`config.mk`:
```
export PLATFORM = sky130hd
export DESIGN_NAME = rjq_out
export DESIGN_NICKNAME = d
export VERILOG_FILES = /design/src/rjq_pkg.sv /design/src/rjq_out.sv
export SDC_FILE = /design/constraint.sdc
export NUM_CORES = 1
export LEC_CHECK = 0
export BUFFER_PORTS_ARGS = -buffer_cell sky130_fd_sc_hd__buf_2
export CAP_MARGIN = 10
export CORE_MARGIN = 2
export CORE_UTILIZATION = 25
export DETAILED_ROUTE_END_ITERATION = 10
export PLACE_DENSITY_LB_ADDON = 0.15
export SLEW_MARGIN = 20
export SYNTH_ARGS = -nofsm -noshare
export SYNTH_HDL_FRONTEND = slang
export SYNTH_SLANG_ARGS = --single-unit
```
`constraint.sdc`:
```
create_clock -name clk -period 4.27 [get_ports clk]
set_input_delay 0.2135 -clock clk [delete_from_list [all_inputs] [get_ports clk]]
set_output_delay 0.2135 -clock clk [all_outputs]
set_load 0.1 [all_outputs]
```
`src/rjq_pkg.sv`:
```
`timescale 1ns / 1ps
// ----------------------------------------------------------------------------
// rjq_pkg - shared types and constants of the retry job queue scheduler
// Sizes, command and event codes, register indexes and the structs that
// pass between the sequencer, the entry memory and the result stage.
// ----------------------------------------------------------------------------
`default_nettype none

package rjq_pkg;

	localparam int QUEUE_DEPTH = 256;
	localparam int RUN_LIMIT   = 16;
	localparam int MAX_RES     = 32;

	localparam int SLOT_W = $clog2(QUEUE_DEPTH);
	localparam int FILL_W = $clog2(QUEUE_DEPTH + 1);
	localparam int CNT_W  = $clog2(RUN_LIMIT + 1);
	localparam int RES_W  = $clog2(MAX_RES + 1);

	localparam int TAG_W     = 32;
	localparam int LCH_W     = 4;
	localparam int TIME_W    = 48;
	localparam int BASE_W    = 24;
	localparam int RT_W      = 32;
	localparam int MAX_SHIFT = (1 << LCH_W) - 2;
	localparam int DELAY_W   = BASE_W + MAX_SHIFT;

	localparam logic [TIME_W-1:0] MAX_TIME = {TIME_W{1'b1}};

	// commands
	localparam logic [1:0] CMD_ENQ  = 2'd0;
	localparam logic [1:0] CMD_TICK = 2'd1;
	localparam logic [1:0] CMD_DONE = 2'd2;

	// event kinds
	localparam logic [2:0] EV_QUEUED   = 3'd0;
	localparam logic [2:0] EV_EVICTED  = 3'd1;
	localparam logic [2:0] EV_LAUNCHED = 3'd2;
	localparam logic [2:0] EV_RETRY    = 3'd3;
	localparam logic [2:0] EV_DONE_OK  = 3'd4;
	localparam logic [2:0] EV_FAILED   = 3'd5;
	localparam logic [2:0] EV_TIMEOUT  = 3'd6;
	localparam logic [2:0] EV_UNKNOWN  = 3'd7;

	// register indexes
	localparam logic [1:0] REG_MAX_RUNNING  = 2'd0;
	localparam logic [1:0] REG_MAX_LAUNCHES = 2'd1;
	localparam logic [1:0] REG_RETRY_BASE   = 2'd2;
	localparam logic [1:0] REG_MAX_RUNTIME  = 2'd3;

	typedef struct packed {
		logic [TAG_W-1:0]  tag;
		logic [LCH_W-1:0]  launches;
		logic [TIME_W-1:0] when_ms;
		logic [SLOT_W-1:0] prev;
		logic [SLOT_W-1:0] next;
	} entry_t;

	typedef struct packed {
		logic tag;
		logic launches;
		logic when_ms;
		logic prev;
		logic next;
	} entry_wen_t;

	typedef struct packed {
		logic [2:0]       kind;
		logic [7:0]       slot;
		logic [TAG_W-1:0] tag;
		logic [LCH_W-1:0] launches;
		logic [7:0]       exit_code;
		logic [6:0]       sig;
	} event_t;

	typedef struct packed {
		logic [4:0]        max_running;
		logic [LCH_W-1:0]  max_launches;
		logic [BASE_W-1:0] retry_base_ms;
		logic [RT_W-1:0]   max_runtime_ms;
	} cfg_t;

	typedef struct packed {
		logic [1:0]        command;
		logic [TAG_W-1:0]  job_tag;
		logic [TIME_W-1:0] now_ms;
		logic [7:0]        slot;
		logic [7:0]        exit_code;
		logic [6:0]        signal_num;
	} cmd_t;

	typedef struct packed {
		logic push;
		logic fin;
	} res_ctl_t;

endpackage

`default_nettype wire

```
`src/rjq_out.sv`:
```
`timescale 1ns / 1ps
// ----------------------------------------------------------------------------
// rjq_out - result stage
// Hold one result back until the next one or the end of the command is known,
// so that the final result can carry its last flag, then register it out.
// ----------------------------------------------------------------------------
`default_nettype none

module rjq_out import rjq_pkg::*; (
	input  wire logic     clk,
	input  wire logic     arst_n,
	input  wire res_ctl_t ctl,
	input  wire event_t   ev,
	output logic          rdy,
	output logic          out_valid,
	input  wire logic     out_ready,
	output event_t        out_ev,
	output logic          out_last
);

	logic   pend_v_q;
	event_t pend_q;
	logic   out_v_q;
	event_t out_q;
	logic   last_q;
	logic   move;

	assign rdy  = !pend_v_q || !out_v_q || out_ready;
	assign move = (ctl.push || ctl.fin) && pend_v_q && rdy;

	always_ff @(posedge clk or negedge arst_n) begin
		if (!arst_n) begin
			pend_v_q <= 1'b0;
			out_v_q  <= 1'b0;
		end else begin
			if (move) out_v_q <= 1'b1;
			else if (out_ready) out_v_q <= 1'b0;
			if (ctl.push) pend_v_q <= 1'b1;
			else if (ctl.fin && rdy) pend_v_q <= 1'b0;
		end
	end

	always_ff @(posedge clk) begin
		if (move) begin
			out_q  <= pend_q;
			last_q <= ctl.fin;
		end
		if (ctl.push) pend_q <= ev;
	end

	assign out_valid = out_v_q;
	assign out_ev    = out_q;
	assign out_last  = last_q;

endmodule

`default_nettype wire

```
# --- Word-level counts from Yosys, hierarchy flattened ---
# Index checks and enable logic that the tools add are counted.
totals:
  reg_bits: 127
  input_bits: 67
  output_inout_bits: 65
op_classes:
  muxes: 4
  n_reduce_logical: 10
op_table:
  columns: ["op", "count"]
  rows:
  - ["two-way mux 1 bit", 4]
  - ["nonzero test 2 bit", 2]
  - ["logical AND 1 bit", 3]
  - ["logical OR 1 bit", 3]
  - ["logical NOT 1 bit", 2]

# --- Longest topological paths before layout ---
logic_depth:
  word_depth: 6
  ltp_mapped: 2

# --- Least setup slack after synthesis ---
# OpenSTA, ideal clock, no wires.
synth_path:
  path_kind: "reg-to-reg"
  from: "register out_v_q (netlist: out_valid)"
  to: "register out_q (netlist bit out_ev[0]) (enable)"
  slack_ns: 0.026
  stages_incl_launch_ff: 3
  t_arrival_ns: 3.760
  required_ns: 3.786
  synth_period_minus_slack_ns: 4.244
  cell_sequence: "dfrtp_1 > and2b_1 > nor2_1"
synth_between:
  elab_chain_cells: 4
synth_lines:
  columns: ["item", "line", "text"]
  rows:
  - ["start: declaration", "rjq_out.sv:23", "logic out_v_q;"]
  - ["start signal: assignment", "rjq_out.sv:34", "out_v_q <= 1'b0;"]
  - ["start signal: assignment", "rjq_out.sv:36", "if (move) out_v_q <= 1'b1;"]
  - ["start signal: assignment", "rjq_out.sv:37", "else if (out_ready) out_v_q <= 1'b0;"]
  - ["logical NOT 1 bit", "rjq_out.sv:28", "assign rdy = !pend_v_q || !out_v_q || out_ready;"]
  - ["logical OR 1 bit (2 in series)", "rjq_out.sv:28", null]
  - ["logical AND 1 bit", "rjq_out.sv:29", "assign move = (ctl.push || ctl.fin) && pend_v_q && rdy;"]
  - ["net move", "rjq_out.sv:26", "logic move;"]
  - ["end signal: assignment", "rjq_out.sv:45", "out_q <= pend_q;"]
  - ["end: declaration", "rjq_out.sv:24", "event_t out_q;"]
# The timed path passes the listed nets, and every way through them passes these cells.
# A chain may end at the register's enable or synchronous reset.

# --- Final worst setup path ---
layout_path:
  from: "input port ctl[0] in the netlist's numbering"
  to: "register last_q (netlist: out_last) (enable)"
layout_between:
  elab_chain_cells: 3
layout_lines:
  columns: ["item", "line", "text"]
  rows:
  - ["start: declaration", "rjq_out.sv:12", "input wire res_ctl_t ctl,"]
  - ["logical OR 1 bit", "rjq_out.sv:29", null]
  - ["logical AND 1 bit (2 in series)", "rjq_out.sv:29", null]
  - ["net move", "rjq_out.sv:26", null]
  - ["end signal: assignment", "rjq_out.sv:46", "last_q <= ctl.fin;"]
  - ["end: declaration", "rjq_out.sv:25", "logic last_q;"]
# The timed path passes the listed nets, and every way through them passes these cells.

==> impl_metrics.yaml <==
timing:
  grt_setup_unrepaired: "false"
  report.final.slew_viol_count: 0
  maxSlewHeadroom: 0.4399
  final_hold_viol_count: 0
  setup_ws_ns: 2.096
  fin_setup_tns_ns: 0
  setup_viol: 0
  fin_crit_ns: 2.174
  worstMarginPinSlew_ns: 0.8402
  fin_skew_ns: 0.005275
  fin_crit_sh: 0.5091
  fmax_mhz: 460.0
synthesis:
  ys.flop_type: "edfxtp_1"
  synth_edf_count: 125
  synth_top_area_cell: "edfxtp_1"
  netlist_instances: 136
  syn_nets: 203
  synth_top_area_frac: 0.9737
  synth-seq-area-share: 0.9867
  avgSynthCellArea_um2: 28.35
  post_synth_num_cell_types: 9
  synth.area.top_cells: "edfxtp_1 97%, dfrtp_1 1.3%, nand2b_4 0.36%"
  synth_most_common_cell: "edfxtp_1"
  synthArstFlopShare: 0.01575
  ys_ff_latch: 127
  synth_commonest_cells: "125 x edfxtp_1, 2 x dfrtp_1, 2 x nand2_1, 2 x nor2_1"
  syn_area_mm2: 0.003855
  synth_warnings: 0
clock_tree:
  clkLatencyLatePin_ns: 0.41
  numClockSinks: 127
  cts-root-buf: "clkbuf_16"
  cts_tree: "done"
  clock_path_buffers: 2
  cts_max_level: 4
  cts_buffers: 17
  path_clk_slew_ns: 0.05
  cts_hold_buf: 64
  cts_resized: 0
  postCtsSetupRepairBufs: 0
global_routing:
  track_usage: 0.09757
  grt_max_degree: 65
  antenna_found_initial: 0
  grt_pass1_wl_um: 11320
  overflow: 0
  grt_pass1_vias: 2207
route:
  wl_per_cell_um: 13.56
  avgViaCountPerCell: 3.794
  highest_layer: "met4"
  ant_nets: 0
  wl_met2_um: 3289
  num_vias: 2098
  first_pass_iters: 4
  wirelength_um: 7500
  drc_errors: 0
  wl_met1_um: 3254
  wl_met3_um: 794
  drt_iter0_drc: 95
finish:
  ff_latch_area_mm2: 0.003804
  area.growth.synth_to_final_pct: 54.24
  nNetsFinal: 420
  multi_input_area_um2: 55.05
  drive_gt1_frac: 0.4466
  diodes: 0
  final_cells: 553
  nFillCells: 1385
power:
  power_density_mw_per_mm2: 575.3
  ir_drop_uv: 271.1
  p_leak_nw: 2.318
  power_mw: 3.421
floorplanning:
  num_rows: 45
  dieWidth_um: 128.2
  die_area_mm2: 0.01643
  start_util: 0.2545
  die_h_um: 128.2
  num_io_pins: 132
  core-area_mm2: 0.01515
worst_hold_path:
  hp-class: "in2reg"
  min-delay-start: "out_ready"
  hold_end: "out_valid"
  hold_depth: 3
setup_path:
  cp_data_required_time_ns: 4.33
  critPathLaunchType: "primary input"
  r2r.worst_path.cells: 3
  rrSetupSlack_ns: 2.10
  cp_max_fo: 29
  timing.rr.start: "out_valid"
  crit_type: "in2reg"
  arrival_ns: 2.24
  end_kind: "flip-flop"
  rr_endpoint: "out_last"
job:
  maxCapViolCount: 0
placement:
  dpl.hpwl_um: 4666
  post-place-ws_ns: 2.019
  portBuffers: 131
  dp_cells: 458
  gp_congestion: 0.7153
status:
  status: "finished clean"
[logic make-up after synthesis]
kind of cell           Yosys count  share of synthesized area
AOI/OAI and AO/OA                2                   0.002921
buffers and inverters            1                  0.0009728
DFF                            127                     0.9867
and+or+nand+nor                  6                   0.009414
[flip-flops by register name, summed over array words and instances, names as in the netlist]
| register | count |
|---|---|
| out_valid | 1 |
| out_ev | 62 |
| pend_q | 62 |
| pend_v_q | 1 |
| out_last | 1 |
[through the flow]
step	instance area, um^2	hold slack, ns	utilization
after CTS	5946	0.05429	0.3926
final	5946	0.07952	0.3926
after global routing	5946	0.07822	0.3926
after detailed placement	4776	0.003269	0.3153
after global placement	4776	0.001536	0.3153
after floorplan	3855	-0.08209	-
[placed cells by master, fill, tap and decap left out, drive strengths merged]
cell	synthesis	routed
nor2	2	2
nand2b	1	1
nand2	2	2
and2b	1	1
dlygate4sd3	0	64
a31oi	1	1
bufinv	0	1
clkinv	0	11
clkbuf	0	18
edfxtp	125	125
clkinvlp	0	1
inv	1	1
buf	0	134
o21ai	1	1
dfrtp	2	2
[per-layer routing]
metal  GRT usage  vias to the layer above
met5           0                        -
met4     0.05818                        0
met3     0.05384                       15
met2      0.1416                      110
met1      0.1132                      989
li1            -                      984
[cell type report]
class                           count  area share
Timing Repair Buffer              198      0.2218
Tap cell                          188     0.03956
Multi-Input combinational cell      8    0.009259
Inverter                            1   0.0006313
Clock buffer                       18     0.07218
Sequential cell                   127      0.6397
Clock inverter                     13     0.01684
[power by group]
part,internal [mW],switching (mW)
clock network,0.784,0.487
logic,0.103,0.510
registers,1.51,0.0284
[worst max-delay path by stage]
stage,start,to,slack (ns)
floorplan,out_valid,out_ev[0],0.03
global placement,out_valid,out_ev[38],2.08
detailed placement,out_valid,out_ev[18],2.02
CTS,out_valid,out_ev[18],2.02
global route,out_valid,out_ev[38],1.89
finish,ctl[0],out_last,2.10
[critical path: stages]
cell	delay [ns]
dlygate4sd3_1	0.52
buf_2	0.12
o21ai_0	0.18
nor2_4	0.68
buf_4	0.49
Power figures use the tool's default switching activity.
