--- src/rjq_pkg.sv ---
`timescale 1ns / 1ps
// ----------------------------------------------------------------------------
// rjq_pkg - shared types and constants of the retry job queue scheduler
// Sizes, command and event codes, register indexes and the structs that
// pass between the sequencer, the entry memory and the result stage.
// ----------------------------------------------------------------------------
`default_nettype none

package rjq_pkg;

	localparam int QUEUE_DEPTH = 256;
	localparam int RUN_LIMIT   = 16;
	localparam int MAX_RES     = 32;

	localparam int SLOT_W = $clog2(QUEUE_DEPTH);
	localparam int FILL_W = $clog2(QUEUE_DEPTH + 1);
	localparam int CNT_W  = $clog2(RUN_LIMIT + 1);
	localparam int RES_W  = $clog2(MAX_RES + 1);

	localparam int TAG_W     = 32;
	localparam int LCH_W     = 4;
	localparam int TIME_W    = 48;
	localparam int BASE_W    = 24;
	localparam int RT_W      = 32;
	localparam int MAX_SHIFT = (1 << LCH_W) - 2;
	localparam int DELAY_W   = BASE_W + MAX_SHIFT;

	localparam logic [TIME_W-1:0] MAX_TIME = {TIME_W{1'b1}};

	// commands
	localparam logic [1:0] CMD_ENQ  = 2'd0;
	localparam logic [1:0] CMD_TICK = 2'd1;
	localparam logic [1:0] CMD_DONE = 2'd2;

	// event kinds
	localparam logic [2:0] EV_QUEUED   = 3'd0;
	localparam logic [2:0] EV_EVICTED  = 3'd1;
	localparam logic [2:0] EV_LAUNCHED = 3'd2;
	localparam logic [2:0] EV_RETRY    = 3'd3;
	localparam logic [2:0] EV_DONE_OK  = 3'd4;
	localparam logic [2:0] EV_FAILED   = 3'd5;
	localparam logic [2:0] EV_TIMEOUT  = 3'd6;
	localparam logic [2:0] EV_UNKNOWN  = 3'd7;

	// register indexes
	localparam logic [1:0] REG_MAX_RUNNING  = 2'd0;
	localparam logic [1:0] REG_MAX_LAUNCHES = 2'd1;
	localparam logic [1:0] REG_RETRY_BASE   = 2'd2;
	localparam logic [1:0] REG_MAX_RUNTIME  = 2'd3;

	typedef struct packed {
		logic [TAG_W-1:0]  tag;
		logic [LCH_W-1:0]  launches;
		logic [TIME_W-1:0] when_ms;
		logic [SLOT_W-1:0] prev;
		logic [SLOT_W-1:0] next;
	} entry_t;

	typedef struct packed {
		logic tag;
		logic launches;
		logic when_ms;
		logic prev;
		logic next;
	} entry_wen_t;

	typedef struct packed {
		logic [2:0]       kind;
		logic [7:0]       slot;
		logic [TAG_W-1:0] tag;
		logic [LCH_W-1:0] launches;
		logic [7:0]       exit_code;
		logic [6:0]       sig;
	} event_t;

	typedef struct packed {
		logic [4:0]        max_running;
		logic [LCH_W-1:0]  max_launches;
		logic [BASE_W-1:0] retry_base_ms;
		logic [RT_W-1:0]   max_runtime_ms;
	} cfg_t;

	typedef struct packed {
		logic [1:0]        command;
		logic [TAG_W-1:0]  job_tag;
		logic [TIME_W-1:0] now_ms;
		logic [7:0]        slot;
		logic [7:0]        exit_code;
		logic [6:0]        signal_num;
	} cmd_t;

	typedef struct packed {
		logic push;
		logic fin;
	} res_ctl_t;

endpackage

`default_nettype wire

--- src/rjq_ctrl.sv ---
`timescale 1ns / 1ps
// ----------------------------------------------------------------------------
// rjq_ctrl - command sequencer
// Walk the age-ordered entry list in the memory, launch, time out, evict,
// retry and remove jobs; keep valid and running flags and the counters.
// ----------------------------------------------------------------------------
`default_nettype none

module rjq_ctrl import rjq_pkg::*; (
	input  wire logic              clk,
	input  wire logic              arst_n,
	input  wire cfg_t              cfg,
	input  wire logic              cmd_valid,
	output logic                   cmd_ready,
	input  wire cmd_t              cmd,
	output res_ctl_t               res_ctl,
	output event_t                 res_ev,
	input  wire logic              res_rdy,
	output logic                   mem_re,
	output logic      [SLOT_W-1:0] mem_raddr,
	input  wire entry_t            mem_rdata,
	output entry_wen_t             mem_wen,
	output logic      [SLOT_W-1:0] mem_waddr,
	output entry_t                 mem_wdata
);

	localparam logic [4:0] S_IDLE     = 5'd0;
	localparam logic [4:0] S_SCAN     = 5'd1;
	localparam logic [4:0] S_EV_RD    = 5'd2;
	localparam logic [4:0] S_EV_CHK   = 5'd3;
	localparam logic [4:0] S_UNLINK   = 5'd4;
	localparam logic [4:0] S_UNLINK2  = 5'd5;
	localparam logic [4:0] S_APPEND1  = 5'd6;
	localparam logic [4:0] S_APPEND2  = 5'd7;
	localparam logic [4:0] S_QUEUED   = 5'd8;
	localparam logic [4:0] S_LA_RD    = 5'd9;
	localparam logic [4:0] S_LA_CHK   = 5'd10;
	localparam logic [4:0] S_TO_RD    = 5'd11;
	localparam logic [4:0] S_TO_CHK   = 5'd12;
	localparam logic [4:0] S_CO_RD    = 5'd13;
	localparam logic [4:0] S_CO_CHK   = 5'd14;
	localparam logic [4:0] S_CO_RETRY = 5'd15;
	localparam logic [4:0] S_UNK      = 5'd16;
	localparam logic [4:0] S_FIN      = 5'd17;

	logic [4:0]         state_q, state_d;
	cmd_t               cmd_q, cmd_d;
	logic [SLOT_W-1:0]  cur_q, cur_d;
	logic [SLOT_W-1:0]  pick_q, pick_d;
	logic [SLOT_W-1:0]  head_q, head_d;
	logic [SLOT_W-1:0]  tail_q, tail_d;
	logic [SLOT_W-1:0]  lnk_prev_q, lnk_prev_d;
	logic [SLOT_W-1:0]  lnk_next_q, lnk_next_d;
	logic [SLOT_W-1:0]  scan_q, scan_d;
	logic [TAG_W-1:0]   ent_tag_q, ent_tag_d;
	logic [LCH_W-1:0]   ent_lch_q, ent_lch_d;
	logic [DELAY_W-1:0] delay_q, delay_d;
	logic               unl_append_q, unl_append_d;
	logic [FILL_W-1:0]  fill_q, fill_d;
	logic [CNT_W-1:0]   run_cnt_q, run_cnt_d;
	logic [RES_W-1:0]   res_cnt_q, res_cnt_d;
	logic               valid_q   [QUEUE_DEPTH];
	logic               running_q [QUEUE_DEPTH];

	logic              vld_set, vld_clr, run_set, run_clr;
	logic [SLOT_W-1:0] flag_idx;
	logic              want, go;
	event_t            ev;

	logic [CNT_W-1:0]   lim;
	logic [SLOT_W-1:0]  cmd_idx;
	logic               in_range;
	logic               launch_ok, timed_out, retry_req, is_fail;
	logic [LCH_W-1:0]   lch_inc, shift;
	logic [TIME_W-1:0]  elapsed, retry_time;
	logic [DELAY_W-1:0] delay;
	logic [TIME_W:0]    sum;
	logic               la_more;

	function automatic event_t mk_ev(input logic [2:0] kind, input logic [7:0] slot,
			input logic [TAG_W-1:0] tag, input logic [LCH_W-1:0] lch,
			input logic [7:0] ex, input logic [6:0] sig);
		event_t e;
		e.kind      = kind;
		e.slot      = slot;
		e.tag       = tag;
		e.launches  = lch;
		e.exit_code = ex;
		e.sig       = sig;
		return e;
	endfunction

	always_comb begin
		if ({2'b00, cfg.max_running} > 7'(RUN_LIMIT)) lim = CNT_W'(RUN_LIMIT);
		else lim = CNT_W'(cfg.max_running);
	end

	assign cmd_idx  = SLOT_W'(cmd.slot);
	assign in_range = {24'd0, cmd.slot} < 32'(QUEUE_DEPTH);

	assign launch_ok = !running_q[cur_q] &&
		(mem_rdata.when_ms == '0 || mem_rdata.when_ms <= cmd_q.now_ms);
	assign lch_inc   = (mem_rdata.launches == '1) ? mem_rdata.launches
		: mem_rdata.launches + 1'b1;
	assign elapsed   = cmd_q.now_ms - mem_rdata.when_ms;
	assign timed_out = running_q[cur_q] && (cmd_q.now_ms > mem_rdata.when_ms) &&
		(elapsed > TIME_W'(cfg.max_runtime_ms));
	assign retry_req = (cmd_q.signal_num != 7'd0 || cmd_q.exit_code == 8'd1) &&
		(mem_rdata.launches < cfg.max_launches);
	assign is_fail   = (cmd_q.signal_num != 7'd0) || (cmd_q.exit_code != 8'd0);
	assign shift     = (mem_rdata.launches == '0) ? '0 : mem_rdata.launches - 1'b1;
	assign delay     = DELAY_W'(cfg.retry_base_ms) << shift;
	assign sum        = {1'b0, cmd_q.now_ms} + (TIME_W + 1)'(delay_q);
	assign retry_time = sum[TIME_W] ? MAX_TIME : sum[TIME_W-1:0];

	assign go = !want || res_rdy;

	always_comb begin
		state_d      = state_q;
		cmd_d        = cmd_q;
		cur_d        = cur_q;
		pick_d       = pick_q;
		head_d       = head_q;
		tail_d       = tail_q;
		lnk_prev_d   = lnk_prev_q;
		lnk_next_d   = lnk_next_q;
		scan_d       = scan_q;
		ent_tag_d    = ent_tag_q;
		ent_lch_d    = ent_lch_q;
		delay_d      = delay_q;
		unl_append_d = unl_append_q;
		fill_d       = fill_q;
		run_cnt_d    = run_cnt_q;
		res_cnt_d    = res_cnt_q;
		vld_set      = 1'b0;
		vld_clr      = 1'b0;
		run_set      = 1'b0;
		run_clr      = 1'b0;
		flag_idx     = cur_q;
		want         = 1'b0;
		ev           = '0;
		res_ctl.fin  = 1'b0;
		cmd_ready    = 1'b0;
		mem_re       = 1'b0;
		mem_raddr    = cur_q;
		mem_wen      = '0;
		mem_waddr    = cur_q;
		mem_wdata    = '0;
		la_more      = 1'b0;

		unique case (state_q)
			S_IDLE: begin
				cmd_ready = 1'b1;
				if (cmd_valid) begin
					cmd_d     = cmd;
					res_cnt_d = '0;
					unique case (cmd.command)
						CMD_ENQ: begin
							if (fill_q != FILL_W'(QUEUE_DEPTH)) begin
								scan_d  = '0;
								state_d = S_SCAN;
							end else begin
								cur_d   = head_q;
								state_d = S_EV_RD;
							end
						end
						CMD_TICK: begin
							cur_d = head_q;
							if (fill_q == '0) state_d = S_FIN;
							else if (run_cnt_q < lim) state_d = S_LA_RD;
							else state_d = S_TO_RD;
						end
						CMD_DONE: begin
							if (!in_range || !valid_q[cmd_idx] || !running_q[cmd_idx]) begin
								state_d = S_UNK;
							end else begin
								cur_d   = cmd_idx;
								state_d = S_CO_RD;
							end
						end
						default: state_d = S_FIN;
					endcase
				end
			end
			S_SCAN: begin
				if (!valid_q[scan_q]) begin
					pick_d  = scan_q;
					state_d = S_APPEND1;
				end else begin
					scan_d = scan_q + 1'b1;
				end
			end
			S_EV_RD: begin
				mem_re  = 1'b1;
				state_d = S_EV_CHK;
			end
			S_EV_CHK: begin
				if (!running_q[cur_q]) begin
					want = 1'b1;
					ev   = mk_ev(EV_EVICTED, 8'(cur_q), mem_rdata.tag, mem_rdata.launches,
						8'd0, 7'd0);
					if (go) begin
						pick_d       = cur_q;
						lnk_prev_d   = mem_rdata.prev;
						lnk_next_d   = mem_rdata.next;
						unl_append_d = 1'b1;
						res_cnt_d    = res_cnt_q + 1'b1;
						state_d      = S_UNLINK;
					end
				end else if (cur_q == tail_q) begin
					// nothing waiting: drop the new job
					want = 1'b1;
					ev   = mk_ev(EV_EVICTED, 8'd0, cmd_q.job_tag, '0, 8'd0, 7'd0);
					if (go) begin
						res_cnt_d = res_cnt_q + 1'b1;
						state_d   = S_FIN;
					end
				end else begin
					cur_d   = mem_rdata.next;
					state_d = S_EV_RD;
				end
			end
			S_UNLINK: begin
				vld_clr  = 1'b1;
				flag_idx = pick_q;
				fill_d   = fill_q - 1'b1;
				state_d  = unl_append_q ? S_APPEND1 : S_FIN;
				if (pick_q == head_q && pick_q == tail_q) begin
					head_d = head_q;
				end else if (pick_q == head_q) begin
					head_d = lnk_next_q;
				end else if (pick_q == tail_q) begin
					tail_d = lnk_prev_q;
				end else begin
					mem_wen.next   = 1'b1;
					mem_waddr      = lnk_prev_q;
					mem_wdata.next = lnk_next_q;
					state_d        = S_UNLINK2;
				end
			end
			S_UNLINK2: begin
				mem_wen.prev   = 1'b1;
				mem_waddr      = lnk_next_q;
				mem_wdata.prev = lnk_prev_q;
				state_d        = unl_append_q ? S_APPEND1 : S_FIN;
			end
			S_APPEND1: begin
				mem_wen.tag        = 1'b1;
				mem_wen.launches   = 1'b1;
				mem_wen.when_ms    = 1'b1;
				mem_wen.prev       = 1'b1;
				mem_waddr          = pick_q;
				mem_wdata.tag      = cmd_q.job_tag;
				mem_wdata.prev     = tail_q;
				vld_set            = 1'b1;
				run_clr            = 1'b1;
				flag_idx           = pick_q;
				fill_d             = fill_q + 1'b1;
				if (fill_q == '0) begin
					head_d  = pick_q;
					tail_d  = pick_q;
					state_d = S_QUEUED;
				end else begin
					state_d = S_APPEND2;
				end
			end
			S_APPEND2: begin
				mem_wen.next   = 1'b1;
				mem_waddr      = tail_q;
				mem_wdata.next = pick_q;
				tail_d         = pick_q;
				state_d        = S_QUEUED;
			end
			S_QUEUED: begin
				want = 1'b1;
				ev   = mk_ev(EV_QUEUED, 8'(pick_q), cmd_q.job_tag, '0, 8'd0, 7'd0);
				if (go) begin
					res_cnt_d = res_cnt_q + 1'b1;
					state_d   = S_FIN;
				end
			end
			S_LA_RD: begin
				mem_re  = 1'b1;
				state_d = S_LA_CHK;
			end
			S_LA_CHK: begin
				if (launch_ok) begin
					want = 1'b1;
					ev   = mk_ev(EV_LAUNCHED, 8'(cur_q), mem_rdata.tag, lch_inc, 8'd0, 7'd0);
				end
				if (go) begin
					if (launch_ok) begin
						mem_wen.launches   = 1'b1;
						mem_wen.when_ms    = 1'b1;
						mem_wdata.launches = lch_inc;
						mem_wdata.when_ms  = cmd_q.now_ms;
						run_set            = 1'b1;
						run_cnt_d          = run_cnt_q + 1'b1;
						res_cnt_d          = res_cnt_q + 1'b1;
					end
					la_more = (cur_q != tail_q) && (run_cnt_d < lim) &&
						(res_cnt_d < RES_W'(MAX_RES));
					if (la_more) begin
						cur_d   = mem_rdata.next;
						state_d = S_LA_RD;
					end else if (res_cnt_d < RES_W'(MAX_RES)) begin
						cur_d   = head_q;
						state_d = S_TO_RD;
					end else begin
						state_d = S_FIN;
					end
				end
			end
			S_TO_RD: begin
				mem_re  = 1'b1;
				state_d = S_TO_CHK;
			end
			S_TO_CHK: begin
				if (timed_out) begin
					want = 1'b1;
					ev   = mk_ev(EV_TIMEOUT, 8'(cur_q), mem_rdata.tag, mem_rdata.launches,
						8'd0, 7'd0);
				end
				if (go) begin
					if (timed_out) res_cnt_d = res_cnt_q + 1'b1;
					if (cur_q == tail_q || res_cnt_d >= RES_W'(MAX_RES)) begin
						state_d = S_FIN;
					end else begin
						cur_d   = mem_rdata.next;
						state_d = S_TO_RD;
					end
				end
			end
			S_CO_RD: begin
				mem_re  = 1'b1;
				state_d = S_CO_CHK;
			end
			S_CO_CHK: begin
				ent_tag_d  = mem_rdata.tag;
				ent_lch_d  = mem_rdata.launches;
				delay_d    = delay;
				lnk_prev_d = mem_rdata.prev;
				lnk_next_d = mem_rdata.next;
				pick_d     = cur_q;
				if (retry_req) begin
					state_d = S_CO_RETRY;
				end else begin
					want = 1'b1;
					if (is_fail) begin
						ev = mk_ev(EV_FAILED, 8'(cur_q), mem_rdata.tag, mem_rdata.launches,
							cmd_q.exit_code, cmd_q.signal_num);
					end else begin
						ev = mk_ev(EV_DONE_OK, 8'(cur_q), mem_rdata.tag, mem_rdata.launches,
							8'd0, 7'd0);
					end
					if (go) begin
						run_clr      = 1'b1;
						run_cnt_d    = (run_cnt_q != '0) ? run_cnt_q - 1'b1 : '0;
						res_cnt_d    = res_cnt_q + 1'b1;
						unl_append_d = 1'b0;
						state_d      = S_UNLINK;
					end
				end
			end
			S_CO_RETRY: begin
				want = 1'b1;
				ev   = mk_ev(EV_RETRY, 8'(cur_q), ent_tag_q, ent_lch_q, 8'd0, 7'd0);
				if (go) begin
					mem_wen.when_ms   = 1'b1;
					mem_wdata.when_ms = retry_time;
					run_clr           = 1'b1;
					run_cnt_d         = (run_cnt_q != '0) ? run_cnt_q - 1'b1 : '0;
					res_cnt_d         = res_cnt_q + 1'b1;
					state_d           = S_FIN;
				end
			end
			S_UNK: begin
				want = 1'b1;
				ev   = mk_ev(EV_UNKNOWN, cmd_q.slot, '0, '0, 8'd0, 7'd0);
				if (go) begin
					res_cnt_d = res_cnt_q + 1'b1;
					state_d   = S_FIN;
				end
			end
			S_FIN: begin
				res_ctl.fin = 1'b1;
				if (res_rdy) state_d = S_IDLE;
			end
			default: state_d = S_IDLE;
		endcase

		res_ctl.push = want && res_rdy;
	end

	assign res_ev = ev;

	always_ff @(posedge clk or negedge arst_n) begin
		if (!arst_n) begin
			state_q   <= S_IDLE;
			head_q    <= '0;
			tail_q    <= '0;
			fill_q    <= '0;
			run_cnt_q <= '0;
			res_cnt_q <= '0;
			for (int i = 0; i < QUEUE_DEPTH; i++) begin
				valid_q[i]   <= 1'b0;
				running_q[i] <= 1'b0;
			end
		end else begin
			state_q   <= state_d;
			head_q    <= head_d;
			tail_q    <= tail_d;
			fill_q    <= fill_d;
			run_cnt_q <= run_cnt_d;
			res_cnt_q <= res_cnt_d;
			if (vld_set) valid_q[flag_idx] <= 1'b1;
			else if (vld_clr) valid_q[flag_idx] <= 1'b0;
			if (run_set) running_q[flag_idx] <= 1'b1;
			else if (run_clr) running_q[flag_idx] <= 1'b0;
		end
	end

	always_ff @(posedge clk) begin
		cmd_q        <= cmd_d;
		cur_q        <= cur_d;
		pick_q       <= pick_d;
		lnk_prev_q   <= lnk_prev_d;
		lnk_next_q   <= lnk_next_d;
		scan_q       <= scan_d;
		ent_tag_q    <= ent_tag_d;
		ent_lch_q    <= ent_lch_d;
		delay_q      <= delay_d;
		unl_append_q <= unl_append_d;
	end

	a_launch_limit: assert property (@(posedge clk) disable iff (!arst_n)
		(res_ctl.push && res_ev.kind == EV_LAUNCHED) |-> (run_cnt_q < lim))
		else $error("launch issued at the running limit");

	a_result_bound: assert property (@(posedge clk) disable iff (!arst_n)
		res_ctl.push |-> (res_cnt_q < RES_W'(MAX_RES)))
		else $error("too many results for one command");

	a_launch_marks: assert property (@(posedge clk) disable iff (!arst_n)
		(res_ctl.push && res_ev.kind == EV_LAUNCHED) |=> running_q[$past(cur_q)])
		else $error("launched entry not marked running");

endmodule

`default_nettype wire

--- config.mk ---
export PLATFORM = sky130hd
export DESIGN_NAME = rjq_ctrl
export DESIGN_NICKNAME = d
export VERILOG_FILES = /design/src/rjq_pkg.sv /design/src/rjq_ctrl.sv
export SDC_FILE = /design/constraint.sdc
export NUM_CORES = 2
export LEC_CHECK = 0
export ABC_CLOCK_PERIOD_IN_PS = 6100
export BUFFER_PORTS_ARGS = -buffer_cell sky130_fd_sc_hd__buf_2
export CAP_MARGIN = 5
export CELL_PAD_IN_SITES_DETAIL_PLACEMENT = 1
export CELL_PAD_IN_SITES_GLOBAL_PLACEMENT = 1
export CORE_MARGIN = 2
export CORE_UTILIZATION = 40
export DETAILED_ROUTE_END_ITERATION = 12
export GPL_TIMING_DRIVEN = 0
export PLACE_DENSITY_LB_ADDON = 0.1
export SLEW_MARGIN = 20
export SYNTH_ARGS = -nofsm -noshare
export SYNTH_HDL_FRONTEND = slang
export SYNTH_SLANG_ARGS = --single-unit
--- constraint.sdc ---
create_clock -name clk -period 6.1 [get_ports clk]
set_input_delay 0 -clock clk [delete_from_list [all_inputs] [get_ports clk]]
set_output_delay 0 -clock clk [all_outputs]
set_load 0.1 [all_outputs]
## Word-level counts from Yosys, hierarchy flattened

Cells that the tools add are included.

| cells by class | value |
|---|---|
| $add $sub $neg | 10 |
| divide/modulo/power cells | 0 |
| reduce and logical (&&, ||, !) cells | 52 |
| equal/unequal tests | 51 |
| shift-type cells | 1 |
| $mul | 0 |
| $lt $le $gt $ge | 14 |
| bitwise logic cells | 9 |
| multiplexer cells | 157 |

Operators by type and width:

| kind | count |
|---|---|
| 256-bit 2-to-1 mux | 4 |
| 256-bit bitwise AND | 2 |
| 256-bit bitwise OR | 2 |
| 62-bit one-hot mux with 7 select lines | 1 |
| 8-bit 2-to-1 mux | 34 |
| 256-bit inverter | 1 |
| 60-bit 2-to-1 mux | 3 |
| 5-bit 2-to-1 mux | 27 |
| 62-bit 2-to-1 mux | 2 |
| 52-bit 2-to-1 mux | 2 |
| 48-bit 2-to-1 mux | 2 |
| 48-bit one-hot mux with 2 select lines | 1 |
| 8-bit one-hot mux with 2 select lines | 6 |
| 5-bit one-hot mux with 16 select lines | 1 |
| 6-bit 2-to-1 mux | 13 |
| 8-bit one-hot mux with 3 select lines | 3 |
| 8-bit one-hot mux with 4 select lines | 2 |
| 61-bit 2-to-1 mux | 1 |
| 48-bit by 38-bit adder with 49-bit output | 1 |
| 48-bit by 32-bit greater-than comparator with 1-bit output | 1 |
| 48-bit greater-than comparator | 1 |
| 48-bit <= comparator | 1 |
| 48-bit logical NOT | 1 |
| 48-bit subtractor | 1 |
| 68 further kinds | 181 |

| storage, ports and cells | value |
|---|---|
| bits in read-only memories | 0 |
| memories kept | 0 |
| RAM bits | 0 |
| output and inout bits | 187 |
| flip-flop bits (word level) | 771 |
| word-level logic and storage cells | 826 |
| latch bits | 0 |
| bits of input ports | 274 |

## Longest topological paths before layout

| depth | value |
|---|---|
| word-level depth | 18 |
| depth in mapped cells | 26 |
| gate-level depth less buffers | 25 |

## Worst setup path before layout

OpenSTA, ideal clock, no wires.

| timing | value |
|---|---|
| kind | reg2out |
| start point | reg cmd_q[23] (netlist name) |
| end point | out res_ev[51] (netlist name) |
| cell stages (with the launch flop) | 27 |
| buffers on the path | 1 |
| data required time | 6.100 ns |
| arrival time | 6.772 ns |
| slack | -0.672 ns |
| cell sequence | edfxtp_1 inv_1 ha_1 fa_1 nand2b_1 a21oi_2 o41a_2 a21oi_2 o21ai_0 a21oi_1 o21bai_1 xor2_1 ha_1 nand2_1 nor4_1 nand4_1 a41oi_1 nor2_1 o21ai_0 a211oi_1 and4_1 and4b_1 a211oi_2 or4_1 buf_2 nor2_1 o21ai_0 |

RTL lines:

| item | line | text |
|---|---|---|
| from (decl) | rjq_ctrl.sv:47 | `cmd_t cmd_q, cmd_d;` |
| from (signal assigned) | rjq_ctrl.sv:424 | `cmd_q <= cmd_d;` |
| to (decl) | rjq_ctrl.sv:17 | `output event_t res_ev,` |

==> results.json <==
{
  "synth-xor-area-share_pct": 2.07,
  "final.fill_count": 13500,
  "hold_path.class": "input port to flip-flop",
  "pin_count": 461,
  "grt_remaining_overflow": 0,
  "fmax_mhz": 144,
  "layout-drive-gt1-share_pct": 17.3,
  "worst-setup-path-type": "flip-flop to output pin",
  "synth_fa_ha_area_share_pct": 3.86,
  "slew_viol_final": 0,
  "fin_crit_ns": 6.95,
  "hold_depth": 2,
  "async_reset_ff_share_pct": 71.7,
  "antenna_found_initial": 29,
  "max_cap_viol_count": 0,
  "setup_viol": 56,
  "synth_edf_count": 218,
  "start_kind": "flip-flop",
  "synthMuxAreaShare_pct": 9.69,
  "die_h_um": 350,
  "max-vdd-ir-drop_uv": 242,
  "max_slew_margin_pct": 10.4,
  "clockBufferDepth": 3,
  "power_uw": 22700,
  "yosysWarnings": 0,
  "cp.required_ns": 6.10,
  "design_area_um2": 60400,
  "place_hpwl_um": 172000,
  "grt_first_pass_wirelength_um": 356000,
  "numClockSinks": 771,
  "initial_utilization_pct": 40.5,
  "synth_ff_type": "dfrtp_1",
  "routed_wl_um": 250000,
  "holdPathEnd": "ent_tag_q[0]$_DFFE_PP_",
  "h-tree-depth": 3,
  "drcViolationCount": 0,
  "fin_worst_skew_ns": 0.0516,
  "track_usage_pct": 39.8,
  "worst_hold_startpoint": "mem_rdata[68]",
  "synth_top_family_by_area": "compound AO/OA/AOI/OAI gates",
  "synth_cells": 5212,
  "tritoncts": "yes",
  "synthSimpleGateAreaFrac_pct": 13.7,
  "avgSynthCellArea_um2": 9.19,
  "drtAntennaViolNets": 0,
  "ys_seq_area_share_pct": 42.6,
  "leakage_uw": 0.0248,
  "gp_congestion": 0.983,
  "rows": 126,
  "synth_top_area_share_pct": 28.9,
  "regArea_um2": 20400,
  "cts_buffers": 92,
  "core_area_um2": 118000,
  "worst_slew_pin_slew_ns": 1.33,
  "critPathMostFrequentCell": "buf_12",
  "grt_max_degree": 95,
  "die_area_um2": 123000,
  "synth_compound_area_share_pct": 23.6,
  "crit_path_max_fanout": 8,
  "cts-root-buf": "clkbuf_16",
  "route.vias.total": 50500,
  "areaGrowthSynthToFinish_pct": 26.0,
  "reg2reg_depth": 28,
  "crit_arrival_ns": 6.95,
  "rr_endpoint": "mem_raddr[7]$_DFFE_PP_",
  "finalCritPeriodShare_pct": 114,
  "powerDensity_nw_per_um2": 376,
  "critPathCaptureType": "output pin",
  "grt_pass1_vias": 50700,
  "dpl-instance-area_um2": 52800,
  "via_per_inst": 6.49,
  "slowest_stage": "or4_4",
  "final_hold_viol_count": 0,
  "setup_ws_ns": -0.849,
  "synth_area_um2": 47900,
  "clk_latency_ns": 0.74,
  "ys_ff_latch": 771,
  "drtIter0Drc": 5659,
  "max_stage_delay_ns": 0.54,
  "yosys.area.top_type": "dfrtp_1",
  "synth_nets": 5632,
  "dr.pass1.iters": 7,
  "rr_startpoint": "cmd_q[24]$_DFFE_PP_",
  "die_w_um": 350,
  "synth_cell_types": 89,
  "rsz0062_at_grt": "yes",
  "multi_input_area_um2": 25900,
  "wl_per_cell_um": 32.1,
  "status": "complete, but fails checks",
  "violations": "negative setup slack",
  "reg2reg_slack_ns": -0.26,
  "nNetsFinal": 6502,
  "port_buffers": 460,
  "clk_transition_reported_paths_ns": 0.06,
  "synthTopCellsByArea": "dfrtp_1, edfxtp_1, o21ai_0, mux4_2, nand2_1"
}
==> report_power, final <==
part	total, uW	internal (uW)	leakage (uW)	switching, uW
Clock	6050	3490	0.00159	2560
Combinational	10300	2910	0.0135	7380
Sequential	6330	5840	0.00967	491
==> metal layers <==
layer	up-vias	routed length, um	share of wire (%)	track usage, %
li1	21200	-	-	-
met5	-	161	0.064	0
met4	24	19800	7.9	27.3
met2	2952	112000	45	61.7
met3	908	23700	9.5	10.1
met1	25500	94200	38	48.7
==> cell families (layout without fill, tap and decap cells) <==
group | after synthesis | count (layout)
flip-flops | 771 | 771
multiplexers | 293 | 293
XOR/XNOR | 113 | 113
AND/OR/NAND/NOR | 1376 | 1376
buffers and inverters | 548 | 1494
adder cells (fa/ha/maj) | 146 | 146
other | 0 | 24
AO/OA/AOI/OAI | 1965 | 1965
==> cells in the final DEF (no fill, tap or decap), types with 37 or more instances in the layout <==
cell / synthesis / final
buf_2: 21 / 424
buf_4: 7 / 75
clkbuf_16: 0 / 94
a31oi_1: 72 / 71
xnor2_1: 58 / 57
mux2i_1: 142 / 141
nor2_1: 203 / 198
nand4_1: 77 / 77
a22oi_1: 37 / 37
nand2_1: 494 / 492
a21o_1: 57 / 57
dlygate4sd3_1: 0 / 225
a221o_1: 48 / 48
o211ai_1: 42 / 42
a21oi_1: 176 / 163
nor3_1: 49 / 46
o21ai_0: 1286 / 1266
mux4_2: 135 / 135
inv_1: 141 / 137
nor2b_1: 52 / 51
edfxtp_1: 218 / 218
nand3_1: 259 / 256
xor2_1: 55 / 55
ha_1: 143 / 137
buf_12: 0 / 53
and2_1: 77 / 76
dfrtp_1: 553 / 553
clkbuf_1: 342 / 317
==> cells in the mapped netlist (42+ instances only) <==
master	number
ha_1	143
a31oi_1	72
nor2b_1	52
a21oi_1	176
nand2_1	494
clkbuf_1	342
o211ai_1	42
o21ai_0	1286
edfxtp_1	218
nor2_1	203
dfrtp_1	553
inv_1	141
nor3_1	49
xnor2_1	58
a221o_1	48
mux4_2	135
mux2i_1	142
and2_1	77
nand4_1	77
xor2_1	55
a21o_1	57
nand3_1	259
==> timing repair <==
item / 4_1_cts / 5_1_grt
hold buffers: 226 / 0
pin swaps: 80 / 15
hold endpoints to repair: 594 / 0
buffers inserted: 48 / 20
gates resized for setup: 324 / 57
cloned: 1 / 1
setup endpoints to repair: 400 / 104
==> worst max-delay path, delay by kind of cell (launching register included) <==
kind / cells / cell delay (ns)
DFF: 1 / 0.53
xor gates and xnor gates: 1 / 0.28
adders and majority gates: 2 / 0.65
and+or+nand+nor: 8 / 1.85
AOI/OAI and AO/OA: 11 / 2.07
buffers and inverters: 5 / 0.81
==> cell type report <==
class | count | area share, %
Antenna cell | 24 | 0.0995
Clock inverter | 36 | 0.891
Tap cell | 1600 | 3.32
Buffer | 403 | 3.12
Multi-Input combinational cell | 3893 | 43.0
Inverter | 143 | 0.893
Clock buffer | 134 | 4.49
Timing Repair Buffer | 778 | 10.4
Sequential cell | 771 | 33.8
==> how the worst max path moves through the flow <==
stage	startpoint	end	slack, ns	depth (start not counted)
after floorplan	cmd_q[23]$_DFFE_PP_	res_ev[51]	-0.67	26
after global placement	arst_n	tail_q[3]$_DFFE_PN0P_	-7.24	1
after detailed placement	cmd_q[24]$_DFFE_PP_	res_ev[54]	-2.24	25
after CTS	cmd_q[23]$_DFFE_PP_	res_ev[53]	-0.72	28
after global routing	cmd_q[23]$_DFFE_PP_	res_ev[41]	-0.99	26
final	cmd_q[24]$_DFFE_PP_	res_ev[53]	-0.85	27
==> per-stage QoR <==
| step | TNS (ns) | cells | hold slack (ns) | worst slack, ns | util [%] |
|---|---|---|---|---|---|
| after global routing | -45.25 | 7771 | 0.00583 | -0.991 | 51.0 |
| final | -34.61 | 7782 | 0.0156 | -0.849 | 51.0 |
| after floorplan | -5.45 | 5212 | -0.296 | -0.672 | - |
| after detailed placement | -405.07 | 7295 | 0.0182 | -2.24 | 44.6 |
| after global placement | -4492.58 | 7272 | 0.178 | -7.24 | 44.1 |
| after CTS | -29.98 | 7740 | 0.000108 | -0.724 | 50.6 |
No activity file was read; power rests on OpenSTA's default activity.
